$ cat src/rtl/core/mhpd_pkg.sv
// Shared types, codes and constants for the sync-word packet deframer.
package mhpd_pkg;

    localparam logic [7:0]  SYNC_FIRST     = 8'h5A;
    localparam logic [7:0]  SYNC_SECOND    = 8'hA5;
    localparam logic [15:0] MIN_LENGTH     = 16'd2;
    localparam logic [15:0] MAX_LENGTH_RST = 16'd1024;

    localparam logic [2:0] PH_SYNC1 = 3'd0;
    localparam logic [2:0] PH_SYNC2 = 3'd1;
    localparam logic [2:0] PH_LENHI = 3'd2;
    localparam logic [2:0] PH_LENLO = 3'd3;
    localparam logic [2:0] PH_DATA  = 3'd4;

    localparam logic [1:0] KIND_HEADER  = 2'd0;
    localparam logic [1:0] KIND_PAYLOAD = 2'd1;
    localparam logic [1:0] KIND_ERROR   = 2'd2;

    typedef struct packed {
        logic [2:0]  phase;
        logic [7:0]  length_high;
        logic [15:0] payload_length;
        logic [15:0] bytes_received;
        logic [15:0] framing_errors;
    } parse_state_t;

    typedef struct packed {
        logic [1:0]  kind;
        logic [7:0]  payload_byte;
        logic        last;
        logic [15:0] packet_length;
        logic [15:0] error_count;
    } result_t;

endpackage

$ cat src/rtl/core/mhpd_parser.sv
// Next-state and result logic for one received byte of the deframer.
module mhpd_parser
    import mhpd_pkg::*;
(
    input  parse_state_t state,
    input  logic [15:0]  max_length,
    input  logic [7:0]   rx_byte,
    output parse_state_t state_next,
    output result_t      result
);

    logic [15:0] len;
    logic [15:0] count_inc;
    logic        err;

    assign len       = {state.length_high, rx_byte};
    assign count_inc = state.bytes_received + 16'd1;

    always_comb
    begin
        state_next           = state;
        result.kind          = KIND_HEADER;
        result.payload_byte  = 8'd0;
        result.last          = 1'b0;
        result.packet_length = 16'd0;
        err                  = 1'b0;

        case (state.phase)
            PH_SYNC2:
            begin
                if (rx_byte == SYNC_SECOND)
                begin
                    state_next.phase = PH_LENHI;
                end
                else
                begin
                    err = 1'b1;
                end
            end
            PH_LENHI:
            begin
                state_next.length_high = rx_byte;
                state_next.phase       = PH_LENLO;
            end
            PH_LENLO:
            begin
                if (len < MIN_LENGTH || len > max_length)
                begin
                    err = 1'b1;
                end
                else
                begin
                    state_next.payload_length = len;
                    state_next.bytes_received = 16'd0;
                    state_next.phase          = PH_DATA;
                    result.packet_length      = len;
                end
            end
            PH_DATA:
            begin
                result.kind               = KIND_PAYLOAD;
                result.payload_byte       = rx_byte;
                result.packet_length      = state.payload_length;
                state_next.bytes_received = count_inc;
                if (count_inc >= state.payload_length)
                begin
                    result.last               = 1'b1;
                    state_next.bytes_received = 16'd0;
                    state_next.phase          = PH_SYNC1;
                end
            end
            default:
            begin
                if (rx_byte == SYNC_FIRST)
                begin
                    state_next.phase = PH_SYNC2;
                end
                else
                begin
                    err = 1'b1;
                end
            end
        endcase

        if (err)
        begin
            state_next.framing_errors = state.framing_errors + 16'd1;
            state_next.phase          = PH_SYNC1;
            result.kind               = KIND_ERROR;
        end

        result.error_count = state_next.framing_errors;
    end

endmodule

$ cat src/rtl/core/magic_header_packet_deframer_unit.sv
// Top level of the sync-word, length-prefixed packet deframer.
// Each received byte yields one result item: header byte consumed, payload byte
// (with last marked on the final one and the packet length alongside) or framing
// error (with the wrapping error count). An item is taken every cycle while
// in_stall is low; its result goes to the result register, or to the skid
// register while a result waits. The parse state updates in a single pass at
// the input handshake. This two-entry output stage stalls input only when both
// entries are full. The user must write max_length (reset 1024) through cfg_wr_en
// and cfg_wr_data only while no item is in flight; the block does not enforce it.
module magic_header_packet_deframer_unit
    import mhpd_pkg::*;
(
    input  logic        clk,
    input  logic        rst_n,
    input  logic        cfg_wr_en,
    input  logic [15:0] cfg_wr_data,
    input  logic        in_valid,
    output logic        in_stall,
    input  logic [7:0]  rx_byte,
    output logic        out_valid,
    input  logic        out_stall,
    output logic [1:0]  kind,
    output logic [7:0]  payload_byte,
    output logic        last,
    output logic [15:0] packet_length,
    output logic [15:0] error_count
);

    logic [15:0]  max_length_reg;
    parse_state_t state_reg;
    parse_state_t state_next;
    result_t      result_next;
    result_t      out_reg;
    result_t      skid_reg;
    logic         out_valid_reg;
    logic         skid_valid_reg;
    logic         in_accept;
    logic         out_take;

    assign in_stall  = skid_valid_reg;
    assign in_accept = in_valid && !skid_valid_reg;
    assign out_take  = out_valid_reg && !out_stall;

    mhpd_parser u_parser
    (
        .state      (state_reg),
        .max_length (max_length_reg),
        .rx_byte    (rx_byte),
        .state_next (state_next),
        .result     (result_next)
    );

    always_ff @(posedge clk or negedge rst_n)
    begin
        if (!rst_n)
        begin
            max_length_reg <= MAX_LENGTH_RST;
        end
        else if (cfg_wr_en)
        begin
            max_length_reg <= cfg_wr_data;
        end
    end

    always_ff @(posedge clk or negedge rst_n)
    begin
        if (!rst_n)
        begin
            state_reg <= '0;
        end
        else if (in_accept)
        begin
            state_reg <= state_next;
        end
    end

    always_ff @(posedge clk or negedge rst_n)
    begin
        if (!rst_n)
        begin
            out_valid_reg  <= 1'b0;
            skid_valid_reg <= 1'b0;
        end
        else if (skid_valid_reg)
        begin
            if (out_take)
            begin
                skid_valid_reg <= 1'b0;
            end
        end
        else if (in_accept)
        begin
            if (out_valid_reg && !out_take)
            begin
                skid_valid_reg <= 1'b1;
            end
            out_valid_reg <= 1'b1;
        end
        else if (out_take)
        begin
            out_valid_reg <= 1'b0;
        end
    end

    always_ff @(posedge clk)
    begin
        if (skid_valid_reg)
        begin
            if (out_take)
            begin
                out_reg <= skid_reg;
            end
        end
        else if (in_accept)
        begin
            if (!out_valid_reg || out_take)
            begin
                out_reg <= result_next;
            end
            else
            begin
                skid_reg <= result_next;
            end
        end
    end

    assign out_valid     = out_valid_reg;
    assign kind          = out_reg.kind;
    assign payload_byte  = out_reg.payload_byte;
    assign last          = out_reg.last;
    assign packet_length = out_reg.packet_length;
    assign error_count   = out_reg.error_count;

endmodule

$ cat config.mk
export PLATFORM = sky130hd
export DESIGN_NAME = magic_header_packet_deframer_unit
export DESIGN_NICKNAME = d
export VERILOG_FILES = /design/src/rtl/core/mhpd_pkg.sv /design/src/rtl/core/mhpd_parser.sv /design/src/rtl/core/magic_header_packet_deframer_unit.sv
export SDC_FILE = /design/constraint.sdc
export NUM_CORES = 1
export LEC_CHECK = 0
export BUFFER_PORTS_ARGS = -buffer_cell sky130_fd_sc_hd__buf_2
export CAP_MARGIN = 10
export CORE_MARGIN = 3
export CORE_UTILIZATION = 30
export CTS_BUF_LIST = sky130_fd_sc_hd__clkbuf_4 sky130_fd_sc_hd__clkbuf_8
export CTS_CLUSTER_DIAMETER = 120
export DETAILED_ROUTE_END_ITERATION = 7
export GPL_TIMING_DRIVEN = 0
export PLACE_DENSITY_LB_ADDON = 0.3
export SETUP_SLACK_MARGIN = 0.15
export SLEW_MARGIN = 25
export SYNTH_ARGS = -nofsm -noshare
export SYNTH_HDL_FRONTEND = slang
export SYNTH_HIERARCHICAL = 1
export SYNTH_SLANG_ARGS = --single-unit
$ cat constraint.sdc
create_clock -name clk -period 4.71 [get_ports clk]
set_input_delay 1.413 -clock clk [delete_from_list [all_inputs] [get_ports clk]]
set_output_delay 1.413 -clock clk [all_outputs]
set_load 0.02 [all_outputs]
==> results.toml, run 1 <==
[critical_path]
critPathMostFrequentCell = "nand3_1"
start_kind = "register"
r2r-start = "state_reg[18]$_DFFE_PN0P_"
cpMaxStageDelayCell = "nor3_1"
crit_path_max_fanout = 10
required_ps = 5040
crit_arrival_ps = 4430
worstSetupPathType = "register to register"
cpPeakStageDelay_ps = 490
crit_chain = "nand3_1, nor3_1, nand3_1, inv_1, nand3_1, xor2_1, inv_1, ha_1, nand4_1, nor2_1, nand3_1, o21ai_2, clkbuf_1, a21oi_1, a21o_1, mux2_4"
crit_path_start = "state_reg[18]$_DFFE_PN0P_"
end_kind = "register"

[global_routing]
grt_pass1_wl_microns = 30000
grt_pass1_vias = 5367
grt_use_total_pct = 12.3
grt_max_degree = 47
antenna_found_initial = 0
grt_remaining_overflow = 0

[clock_network]
path_clk_slew_ps = 100
clockBufferDepth = 2
numCtsBuffers = 17
tritoncts = "done"
htreeDepth = 4
cts_root_buf = "clkbuf_8"
hold_buffers = 0
cts_num_sinks = 163
insertion_delay_ps = 450

[drt]
wire_per_inst_microns = 16.1
vias_per_cell = 4.68
via_count = 5417
drt_pass1_iterations = 5
drc = 0
ant_nets = 0
first_iter_violations = 420
drt-total-wl_microns = 18600

[power]
p_comb_share_pct = 41.2
p_int_mw = 3.55
p_switching_mw = 2.04
total_power_mw = 5.59
powerDensity_mw_per_mm2 = 559
pwr-share-clk_pct = 17.8
seqPwrFrac_pct = 41.0
p_leak_nw = 4.54
vdd_drop_max_v = 0.000209
swShare_pct = 36.5

[timing]
tightest_slew_ps = 742
clock_skew_ps = 13.1
slew_headroom_pct = 50.4
period_share_pct = 87.0
clock.fmax_ghz = 0.244
rsz0062_at_grt = "false"
setup-tns-final_ps = 0
setup_viol = 0
maxSlewViolCount = 0
hold_violations = 0
setup_ws_ps = 611
final_period_minus_worst_setup_slack_ps = 4100

[logic_synthesis]
synth-edff-count = 86
async_reset_ff_share_pct = 47.2
syn_avg_cell_area_sq_um = 13.0
seq_area_frac_synth_pct = 51.9
synthesis.nets = 733
synth_commonest_cells = "edfxtp_1, dfrtp_1, mux2_2, nand2_1, mux2_4"
synth_top_area_cell = "edfxtp_1"
synth_flop_cell = "edfxtp_1"
synth_cell_types = 50
synth.top_cell.area_share_pct = 29.7
ys_ff_latch = 163
yosysMostFrequentCell = "edfxtp_1"
synth.yosys.warnings = 6
netlist_instances = 670
netlist_top_cells_area = "edfxtp_1, dfrtp_1, mux2_4"
synth_area_sq_mm = 0.00868

[finish]
fin_nets = 829
final_core_util_pct = 35.5
area_growth_pct = 15.1
largest_register_ffs = 59
final_layout_size_suffix_gt1_share_pct = 37.4

[placement]
gp_congestion = 0.771
io_buffers = 72
dpl_worst_slack_ps = 367
hpwl_microns = 13600

[worst_hold_path]
min-delay-path-class = "register to register"
min_from = "max_length_reg[13]$_DFFE_PN0P_"

[die]
die_h_microns = 176
dieArea_sq_mm = 0.0310
die_x_microns = 176
initial_utilization_pct = 30.8
coreArea_sq_mm = 0.0282
io_pins = 74
num_rows = 61

[flow_run]
drv_cap = 0

[run_status]
outcome = "finished, final reports clean"
[path summary, 6_finish.rpt]
kind	slack, ps	depth (start not counted)	endpoint
max in group asynchronous	3260	2	max_length_reg[10]$_DFFE_PN1P_
min reg2reg	510	1	max_length_reg[13]$_DFFE_PN0P_
max	610	16	state_reg[21]$_DFFE_PN0P_
max reg2reg	610	16	state_reg[21]$_DFFE_PN0P_
min in group asynchronous	850	1	max_length_reg[7]$_DFFE_PN0P_
min	510	1	max_length_reg[13]$_DFFE_PN0P_
[power groups by stage]
stage	logic (mW)	registers (mW)	clock network [mW]
after floorplan	1.51	2.48	0
after global placement	2.25	2.34	0
after detailed placement	2.33	2.32	0
after CTS	2.34	2.29	1.04
after global routing	2.54	2.34	1.10
final	2.30	2.29	0.993
[per-stage QoR]
stage	cells	instance area (sq um)	hold slack, ps
after floorplan	670	8680	480
after global placement	1120	9520	493
after detailed placement	1125	9610	496
after CTS	1157	9990	519
after global routing	1157	9990	536
final	1158	10000	513
[critical path: cells and delay by family (launching register included)]
family                   cells  cell delay (ps)
adder cells (fa/ha/maj)      1              290
buffers and inverters        3              620
AND/OR/NAND/NOR              7             1480
multiplexers                 1              250
flip-flops                   1              450
AO/OA/AOI/OAI                3              630
XOR/XNOR                     1              260
[cell families (layout without fill, tap and decap cells)]
kind of cell,Yosys count,in the layout,share of synthesized area (%)
xor+xnor,21,21,2.12
simple gates,154,154,9.16
other cells,0,1,0
flops,163,163,51.9
buf+inv,84,193,6.11
fa+ha+maj,34,34,4.90
mux,128,128,19.1
compound gates,86,86,6.63
[layout by cell type (no fill, tap or decap), types with 7 or more instances in the layout]
cell      count
edfxtp_1     86
mux2_2       69
ha_1         34
a21oi_1      19
a21o_1       17
nand2b_1      9
xnor2_1      16
dfrtp_1      76
inv_1        41
buf_2        78
buf_12        7
nand4_1      14
nor2_1        9
mux2_4       59
clkbuf_8     17
buf_4        22
nand3_1      14
o21ai_0      24
and3_1       17
nand2_1      62
[metal layers]
layer / global-route usage, % / routed length [microns] / share of wire [%]
met1: 17.5 / 9200 / 49
met2: 19.3 / 8630 / 46
met3: 2.56 / 690 / 3.7
met5: 0 / 0 / 0
met4: 2.47 / 108 / 0.58
[area by class of cell]
class / count / area (sq um)
fillers: 2736 / 18200
inverters: 41 / 154
flip-flops and latches: 163 / 4510
well taps: 378 / 473
multi-input cells: 423 / 3650
diodes: 1 / 2.50
plain buffers: 43 / 377
clock inverters: 15 / 145
clock buffers: 17 / 234
repair buffers: 77 / 448
[repair_timing]
item	in CTS	in global routing
gates resized for setup	0	1
setup buffers	0	0
endpoints found under the setup margin	0	10
Note: power is estimated with default switching activity, not from simulation.
==> run 2, diff against run 1 <==
PLACE_DENSITY = 0.53   (was unset)
PLACE_DENSITY_LB_ADDON = unset   (was 0.3)
SLEW_MARGIN = 20   (was 25)
==> results.toml, run 2 (synthesis gave the netlist of run 1 again) <==
[run_status]
outcome = "finished, final reports clean"

[placement]
hpwl_microns = 13500
placed_area_sq_mm = 0.00961
gp_congestion = 0.757
dpl_worst_slack_ps = 401
io_buffers = 72

[critical_path]
r2r-start = "state_reg[16]$_DFFE_PN0P_"
ff2ff_path_depth = 16
r2r-end = "state_reg[20]$_DFFE_PN0P_"
crit_arrival_ps = 4500
worstSetupPathType = "register to register"
start_kind = "register"
crit_path_max_fanout = 10
end_kind = "register"
required_ps = 5070
ff2ff_setup_slack_ps = 560

[finish]
final_common_cell = "edfxtp_1"
area_growth_pct = 14.9
fillers = 2784
largest_register_ffs = 59
stdcell_area_sq_mm = 0.00998
fin_nets = 829
final_layout_size_suffix_gt1_share_pct = 37.5
layout_common_cells = "edfxtp_1, buf_2, dfrtp_1"
final_core_util_pct = 35.4

[drt]
wire_per_inst_microns = 16.3
ant_nets = 0
wl_met1_microns = 9370
via_count = 5358
drc = 0
drt-total-wl_microns = 18800
drt_pass1_iterations = 5
vias_per_cell = 4.63
dr_wl_met3_microns = 762
highest_layer = "met4"
first_iter_violations = 388
met2_length_microns = 8460

[die]
dieArea_sq_mm = 0.0310
die_x_microns = 176
coreArea_sq_mm = 0.0282
num_rows = 61
initial_utilization_pct = 30.8
die_h_microns = 176
io_pins = 74

[timing]
clock_skew_ps = 15.9
setup_ws_ps = 565
final_period_minus_worst_setup_slack_ps = 4150
maxSlewViolCount = 0
clock.fmax_ghz = 0.241
slew_headroom_pct = 48.9
rsz0062_at_grt = "false"
hold_violations = 0
tightest_slew_ps = 767
setup_viol = 0
period_share_pct = 88.0

[worst_hold_path]
hold_end = "max_length_reg[5]$_DFFE_PN0P_"
min_from = "max_length_reg[5]$_DFFE_PN0P_"
min_path_cells = 1
min-delay-path-class = "register to register"

[clock_network]
cts_root_buf = "clkbuf_8"
cts_num_sinks = 163
cts_resized = 0
insertion_delay_ps = 480
postCtsSetupBuffers = 0
numCtsBuffers = 17
path_clk_slew_ps = 90
htreeDepth = 4
tritoncts = "done"
hold_buffers = 0
clockBufferDepth = 2

[global_routing]
antenna_found_initial = 0
grt_pass1_wl_microns = 30400
grt_use_total_pct = 12.4
grt_max_degree = 45
grt_pass1_vias = 5321
grt_remaining_overflow = 0

[power]
powerDensity_mw_per_mm2 = 560
vdd_drop_max_v = 0.000180
p_leak_nw = 4.53

[flow_run]
drv_cap = 0
## run 2: changes by cell type in the layout (fill, tap and decap cells not counted), sizes merged
cell / previous run / this run
clkbuf: 22 / 24
clkinv: 5 / 3
clkinvlp: 2 / 4
inv: 49 / 47
## run 2: worst max path at each step
stage                     slack, ps  cells past startpoint                       from                   endpoint
after floorplan                 450                      2                   in_valid   error_count[0]$_DFFE_PP_
after global placement         -750                      3                   in_valid  error_count[13]$_DFFE_PP_
after detailed placement        400                     16  state_reg[16]$_DFFE_PN0P_  state_reg[22]$_DFFE_PN0P_
after CTS                       340                     16  state_reg[18]$_DFFE_PN0P_  state_reg[22]$_DFFE_PN0P_
after global routing            150                     16  state_reg[18]$_DFFE_PN0P_  state_reg[20]$_DFFE_PN0P_
final                           560                     16  state_reg[16]$_DFFE_PN0P_  state_reg[20]$_DFFE_PN0P_
## run 2: stage by stage
| stage | hold slack, ps | std cells | TNS (ps) | power (mW) |
|---|---|---|---|---|
| after floorplan | 480 | 670 | 0 | 4.00 |
| after global placement | 493 | 1120 | -32250 | 4.59 |
| after detailed placement | 492 | 1125 | 0 | 4.65 |
| after CTS | 520 | 1157 | 0 | 5.67 |
| after global routing | 532 | 1157 | 0 | 5.96 |
| final | 513 | 1158 | 0 | 5.59 |
## run 2: final cells by class
type | count | area (sq um) | share of cell area [%]
repair buffers | 77 | 444 | 4.45
well taps | 378 | 473 | 4.74
flip-flops and latches | 163 | 4510 | 45.2
inverters | 41 | 154 | 1.54
clock buffers | 19 | 249 | 2.49
plain buffers | 43 | 377 | 3.77
multi-input cells | 423 | 3650 | 36.6
diodes | 1 | 2.50 | 0.0251
clock inverters | 13 | 119 | 1.19
## run 2: where the power goes
group / total [mW] / switching (mW) / internal [mW]
Sequential: 2.29 / 0.274 / 2.02
Clock: 0.994 / 0.599 / 0.395
Combinational: 2.31 / 1.17 / 1.14
Total: 5.59 / 2.04 / 3.55
## run 2: metal layers
metal / vias up / track usage [%]
li1: 2606 / -
met2: 108 / 18.9
met3: 15 / 2.54
met1: 2629 / 18.0
met5: - / 0
met4: 0 / 3.60
## run 2: critical path, cell delays in order, from the launching register on
cell and delay (ps):
dfrtp_1 460, nand3_1 200, nor3_1 500, nand3_1 240, inv_1 100, nand3_1 90, xor2_1 220, inv_1 90
ha_1 300, nand4_1 140, nor2_1 200, nand3_1 130, o21ai_2 410, clkbuf_1 450, a21oi_1 80, a21o_1 170
mux2_4 250
==> run 3, diff against run 2 <==
CORE_UTILIZATION = 35   (was 30)
PLACE_DENSITY = 0.59   (was 0.53)
==> results.toml, run 3 (synthesis gave the netlist of run 1 again) <==
[finish]
fillers = 2300
stdcell_area_sq_mm = 0.00995
fin_nets = 829
layout_common_cells = "edfxtp_1, buf_2, dfrtp_1"
final_common_cell = "edfxtp_1"
area_growth_pct = 14.6
n_antenna_cell = 0
largest_register_ffs = 59
regArea_sq_mm = 0.00451
final_layout_size_suffix_gt1_share_pct = 37.5
multi_input_area_sq_mm = 0.00365

[clock_network]
hold_buffers = 0
path_clk_slew_ps = 110
insertion_delay_ps = 470
tritoncts = "done"
cts_root_buf = "clkbuf_8"
numCtsBuffers = 17
clockBufferDepth = 2
htreeDepth = 4
cts_num_sinks = 163

[power]
p_leak_nw = 4.56
seqPwrFrac_pct = 40.5
powerDensity_mw_per_mm2 = 566
p_switching_mw = 2.02
p_int_mw = 3.62
vdd_drop_max_v = 0.000234
swShare_pct = 35.8
p_comb_share_pct = 40.6
pwr-share-clk_pct = 18.9
total_power_mw = 5.64

[critical_path]
end_kind = "register"
crit_arrival_ps = 4430
crit_chain = "nand3_1, nor3_1, nand3_1, inv_1, nand3_1, xor2_1, inv_1, ha_1, nand4_1, nor2_1, nand3_1, o21ai_2, clkbuf_1, a21oi_1, a21o_1, mux2_4"
critPathMostFrequentCell = "nand3_1"
cpMaxStageDelayCell = "clkbuf_1"
required_ps = 5080
crit_path_max_fanout = 10
cpPeakStageDelay_ps = 470
worstSetupPathType = "register to register"
start_kind = "register"

[placement]
io_buffers = 72
dpl_worst_slack_ps = 497
hpwl_microns = 12900
placed_area_sq_mm = 0.00954
gp_congestion = 0.816

[timing]
maxSlewViolCount = 0
final_period_minus_worst_setup_slack_ps = 4070
whs_ps = 516
setup_viol = 0
setup_ws_ps = 642
clock_skew_ps = 17.7
hold_violations = 0
period_share_pct = 86.4
setup-tns-final_ps = 0
rsz0062_at_grt = "false"
tightest_slew_ps = 729
clock.fmax_ghz = 0.246
slew_headroom_pct = 51.2

[run_status]
outcome = "finished, final reports clean"

[global_routing]
grt_remaining_overflow = 0
antenna_found_initial = 0
grt_pass1_wl_microns = 28700
grt_use_total_pct = 13.8
grt_max_degree = 47
grt_pass1_vias = 5222

[drt]
wire_per_inst_microns = 16.1
drt_pass1_iterations = 6
ant_nets = 0
drc = 0
via_count = 5306
first_iter_violations = 333
vias_per_cell = 4.81
drt-total-wl_microns = 17700

[flow_run]
drv_cap = 0

[die]
io_pins = 74
die_x_microns = 164
die_h_microns = 164
coreArea_sq_mm = 0.0243
dieArea_sq_mm = 0.0267
num_rows = 57
initial_utilization_pct = 35.7

[worst_hold_path]
min-delay-path-class = "register to register"
==> run 3: repair_timing <==
item	CTS	global route
gates resized for setup	0	1
buffers inserted	0	0
endpoints found under the setup margin	0	4
==> run 3: worst max-delay path, delay by kind of cell, from the launching register on <==
family	cells	cell delay, ps
AND/OR/NAND/NOR	7	1450
multiplexers	1	250
buffers and inverters	3	650
AO/OA/AOI/OAI	3	640
adder cells (fa/ha/maj)	1	300
XOR/XNOR	1	220
flip-flops	1	450
==> run 3: power groups by stage <==
stage | sequential [mW] | combinational [mW] | clock [mW]
floorplan | 2.48 | 1.51 | 0
global placement | 2.33 | 2.23 | 0
detailed placement | 2.31 | 2.32 | 0
CTS | 2.28 | 2.32 | 1.10
global route | 2.33 | 2.52 | 1.15
finish | 2.28 | 2.29 | 1.06
==> run 3: per-layer routing <==
layer / GRT usage (%) / vias up / part of all wire, %
met2: 21.4 / 85 / 46
met5: 0 / - / 0
met3: 2.92 / 15 / 3.8
li1: - / 2600 / -
met4: 3.73 / 0 / 1.1
met1: 19.5 / 2606 / 49
==> run 3: area by class of cell <==
class                   instances  share of cell area [%]
clock inverters                14                    1.53
well taps                     324                    4.07
plain buffers                  43                    3.79
flip-flops and latches        163                    45.3
inverters                      41                    1.55
repair buffers                 77                    4.50
multi-input cells             423                    36.7
clock buffers                  18                    2.49
==> run 3: worst paths after layout <==
path                       depth (start not counted)                       endpoint                          start  slack [ps]
max                                               16      state_reg[22]$_DFFE_PN0P_      state_reg[16]$_DFFE_PN0P_         640
min                                                1  max_length_reg[7]$_DFFE_PN0P_  max_length_reg[7]$_DFFE_PN0P_         520
max reg2reg                                       16      state_reg[22]$_DFFE_PN0P_      state_reg[16]$_DFFE_PN0P_         640
min reg2reg                                        1  max_length_reg[7]$_DFFE_PN0P_  max_length_reg[7]$_DFFE_PN0P_         520
max in group asynchronous                          2      state_reg[14]$_DFFE_PN0P_                          rst_n        3220
min in group asynchronous                          1      state_reg[20]$_DFFE_PN0P_                          rst_n         880
==> run 3: metrics by stage <==
stage,utilization (%),cells
2_1_floorplan,-,670
3_3_place_gp,38.9,1066
3_5_place_dp,39.2,1071
4_1_cts,40.9,1103
5_1_grt,40.9,1103
6_report,40.9,1103
